===== config.mk =====
export PLATFORM = sky130hd
export DESIGN_NAME = ms_cell
export DESIGN_NICKNAME = d
export VERILOG_FILES = /design/src/design/ms_pkg.sv /design/src/design/ms_cell.sv
export SDC_FILE = /design/constraint.sdc
export NUM_CORES = 1
export LEC_CHECK = 0
export BUFFER_PORTS_ARGS = -buffer_cell sky130_fd_sc_hd__buf_2
export CAP_MARGIN = 30
export CORE_ASPECT_RATIO = 0.75
export CORE_MARGIN = 2
export CORE_UTILIZATION = 50
export CTS_CLUSTER_DIAMETER = 50
export CTS_CLUSTER_SIZE = 14
export DETAILED_ROUTE_END_ITERATION = 12
export HOLD_SLACK_MARGIN = 0.1
export PLACE_DENSITY = 0.88
export SYNTH_ARGS = -nofsm -noshare
export SYNTH_HDL_FRONTEND = slang
export SYNTH_SLANG_ARGS = --single-unit

===== constraint.sdc =====
create_clock -name i_clk -period 8.4 [get_ports i_clk]
set_input_delay 1.26 -clock i_clk [delete_from_list [all_inputs] [get_ports i_clk]]
set_output_delay 1.26 -clock i_clk [all_outputs]
set_load 0.005 [all_outputs]

===== src/design/ms_pkg.sv =====
// ----------------------------------------------------------------------------
// Merge sorter package
// Shared word type, cell operation codes and the link between sorting cells.
// ----------------------------------------------------------------------------
package ms_pkg;

    localparam int unsigned WORD_W = 64;

    typedef logic signed [WORD_W-1:0] t_word;

    typedef enum logic [1:0] {
        CELL_HOLD,
        CELL_LOAD,
        CELL_SHIFT
    } t_cell_op;

    // What one cell shows to its neighbors.
    typedef struct packed {
        logic  valid;
        logic  lt;      // broadcast word sorts before this cell's word
        t_word value;
    } t_cell_link;

endpackage


===== src/design/ms_cell.sv =====
// ----------------------------------------------------------------------------
// Sorting cell
// Holds one word of the sorted row, inserts the broadcast word or takes its
// lower neighbor's word while loading, and takes its upper neighbor's word
// while the row drains.
// ----------------------------------------------------------------------------
module ms_cell (
    input  logic              i_clk,
    input  logic              i_rst_n,
    input  ms_pkg::t_cell_op  i_op,
    input  ms_pkg::t_word     i_x,
    input  ms_pkg::t_cell_link i_prev,
    input  ms_pkg::t_cell_link i_next,
    output ms_pkg::t_cell_link o_link
);
    import ms_pkg::*;

    logic  r_valid;
    t_word r_value;
    logic  w_lt;

    // An empty cell counts as larger than anything. Equal words do not
    // displace, so the earlier word stays in front.
    assign w_lt = !r_valid || (i_x < r_value);

    assign o_link.valid = r_valid;
    assign o_link.lt    = w_lt;
    assign o_link.value = r_value;

    always_ff @(posedge i_clk) begin
        if (!i_rst_n) begin
            r_valid <= 1'b0;
        end else begin
            case (i_op)
                CELL_LOAD: begin
                    if (w_lt) begin
                        r_valid <= i_prev.lt ? i_prev.valid : 1'b1;
                    end
                end
                CELL_SHIFT: r_valid <= i_next.valid;
                default:    r_valid <= r_valid;
            endcase
        end
    end

    always_ff @(posedge i_clk) begin
        case (i_op)
            CELL_LOAD: begin
                if (w_lt) begin
                    r_value <= i_prev.lt ? i_prev.value : i_x;
                end
            end
            CELL_SHIFT: r_value <= i_next.value;
            default:    r_value <= r_value;
        endcase
    end

endmodule


==> impl_metrics.env <==
export IMPL_start_util_pct=51.52
export IMPL_post_cts_resized=0
export IMPL_maxCapViolations=0
export IMPL_worstSetupPathType="primary input to output pin"
export IMPL_yosysSeqAreaShare_pct=38.87
export IMPL_layout_nets=1040
export IMPL_dieArea_um2=10820
export IMPL_synth_ff_type="edfxtp_1"
export IMPL_firstDrtPassIters=4
export IMPL_rows=31
export IMPL_tightest_slew_ns=0.7902
export IMPL_ys_warn_count=0
export IMPL_synth_common_cells="nand2_1 (80), o21ai_0 (75), inv_1 (69), mux2i_1 (65), edfxtp_1 (64)"
export IMPL_synthTopCellsByArea="edfxtp_1 (38%), ha_1 (16%), mux2i_1 (13%)"
export IMPL_use_met2_pct=45.93
export IMPL_ios=266
export IMPL_die_h_um=90.57
export IMPL_vias=4770
export IMPL_status="complete, no violations"
export IMPL_powerDensity_nw_per_um2=148.3
export IMPL_htree_levels=3
export IMPL_hold_viol=0
export IMPL_synth_nets=784
export IMPL_hpwl_um=11120
export IMPL_clock_fmax_mhz=212.7
export IMPL_r2r_setup_slack_ns=4.51
export IMPL_synth_most_common_cell="nand2_1"
export IMPL_relSlewSlack_pct=47.32
export IMPL_cts_root_buf="clkbuf_16"
export IMPL_period_needed_ns=4.702
export IMPL_cp_arrival_ns=3.44
export IMPL_yosysUniqueCellTypes=43
export IMPL_ys_ff_latch=65
export IMPL_wire_per_inst_um=15.27
export IMPL_syn_area_per_cell_um2=9.589
export IMPL_yosys_area_top_type_share_pct=38.47
export IMPL_hold_path_class="flop to flop"
export IMPL_synth_area_um2=4996
export IMPL_worst_path_max_fanout=3
export IMPL_drv_slew=0
export IMPL_drc=0
export IMPL_die_width_um=119.4
export IMPL_cp_start_kind="primary input"
export IMPL_antenna_found_initial=1
export IMPL_area_delta_synth_final_pct=34.23
export IMPL_cts_sinks=65
export IMPL_cp_required_ns=7.14
export IMPL_setup_viol=0
export IMPL_cts_tree="built"
export IMPL_grt_max_degree=132
export IMPL_synth_edf_count=64
export IMPL_syn_inst=521
export IMPL_cts_made_buffers=9
export IMPL_hold_buffers=0
export IMPL_viasPerCell=5.230
export IMPL_grt_use_total_pct=25.64
export IMPL_insertion_delay_ns=0.32
export IMPL_top_usage_layer="met2"
export IMPL_endpoint_kind="output pin"
export IMPL_p_leak_nw=3.456
export IMPL_core_area_um2=9697
export IMPL_min_period_over_period_pct=55.97
export IMPL_use_met1_pct=30.43
export IMPL_drive_above_1_share_pct=37.23
export IMPL_grt_overflow_total=0
export IMPL_num_fill_cells=737
export IMPL_vdd_drop_max_mv=0.1030
export IMPL_rsz0062_at_grt="no"
export IMPL_grt_pass1_wl_um=22090
export IMPL_use_met3_pct=5.934
export IMPL_wl_um=13920
export IMPL_postCtsSetupBuffers=0
export IMPL_clk_pin_slew_worst_paths_ns=0.05
export IMPL_port_buffers=264
export IMPL_fin_setup_tns_ns=0
export IMPL_grt_pass1_vias=4736
export IMPL_worst_hold_slack_ns=0.6810
export IMPL_clk_path_buf_depth=2
export IMPL_gp_congestion=0.9070
export IMPL_drt_iter0_markers=190
export IMPL_ant_nets=0
export IMPL_yosysTopAreaCell="edfxtp_1"
export IMPL_skew_ns=0.007488
export IMPL_async_reset_ff_share_pct=0
-- metal layers --
metal | part of all wire [%] | routed length [um]
met5 | 0 | 0
met4 | 1.9 | 263
met3 | 7.2 | 997
met2 | 51 | 7095
met1 | 40 | 5568
-- flip-flops by register name, summed over array words and instances, names as in the netlist --
| register | cells |
|---|---|
| r_value | 64 |
| r_valid | 1 |
-- cells by family (layout without fill, tap and decap cells) --
kind of cell / count (synthesis) / in the layout / share of synthesized area, %
AOI/OAI and AO/OA: 119 / 119 / 13.50
adders and majority gates: 63 / 63 / 15.78
buffers and inverters: 92 / 350 / 7.187
DFF: 65 / 65 / 38.87
muxes: 65 / 65 / 13.02
other: 0 / 1 / 0
and+or+nand+nor: 117 / 117 / 11.65
-- path summary, 6_finish.rpt --
check                             endpoint  cells after the start       start
worst min register to register     r_valid                      2     r_valid
worst min-delay path               r_valid                      2     r_valid
worst max-delay path            o_link[64]                      9      i_x[5]
worst max register to register  r_value[9]                     10  r_value[5]
-- metrics by stage --
| step | util [%] | total power [mW] | area [um2] | worst slack (ns) | instances |
|---|---|---|---|---|---|
| 3_5_place_dp | 66.09 | 0.6837 | 6409 | 3.442 | 896 |
| 3_3_place_gp | 66.09 | 0.6681 | 6409 | 3.543 | 896 |
| 4_1_cts | 68.57 | 1.001 | 6649 | 3.654 | 909 |
| 5_1_grt | 69.16 | 1.052 | 6706 | 3.581 | 912 |
| 2_1_floorplan | - | 0.5618 | 4996 | 3.821 | 521 |
| 6_report | 69.16 | 0.9945 | 6706 | 3.698 | 912 |
-- final cells by class --
| type | instances | area, um2 | area share, % |
|---|---|---|---|
| Tap cell | 132 | 165.2 | 2.463 |
| Clock buffer | 10 | 229.0 | 3.414 |
| Timing Repair Buffer | 268 | 1394 | 20.78 |
| Inverter | 69 | 259.0 | 3.862 |
| Sequential cell | 65 | 1942 | 28.96 |
| Multi-Input combinational cell | 364 | 2704 | 40.32 |
| Antenna cell | 1 | 2.502 | 0.03731 |
| Clock inverter | 3 | 11.26 | 0.1679 |
-- cell usage in the layout, fill, tap and decap left out, types with 4 or more instances in the layout --
cell type    n
a211oi_1     4
a21oi_1     21
buf_2      263
clkbuf_16    9
edfxtp_1    64
ha_1        63
inv_1       69
mux2i_1     65
nand2_1     80
nand3_1      4
nand4_1      8
nand4_2      4
nor2_1       5
o21ai_0     75
-- worst max-delay path: stages --
cell	delay, ns
buf_2	0.11
ha_1	0.32
a211oi_1	0.25
nor4_1	0.09
a311oi_2	0.27
nand4b_1	0.17
a211oi_1	0.47
mux2i_1	0.32
buf_2	0.17
-- where the power goes --
part	total, mW	switching [mW]	leakage, nW	internal (mW)
Combinational	0.266	0.142	2.71	0.124
Clock	0.314	0.123	0.117	0.191
Sequential	0.415	0.0155	0.631	0.399
Total	0.995	0.280	3.46	0.714
(Power assumes the default switching activity.)
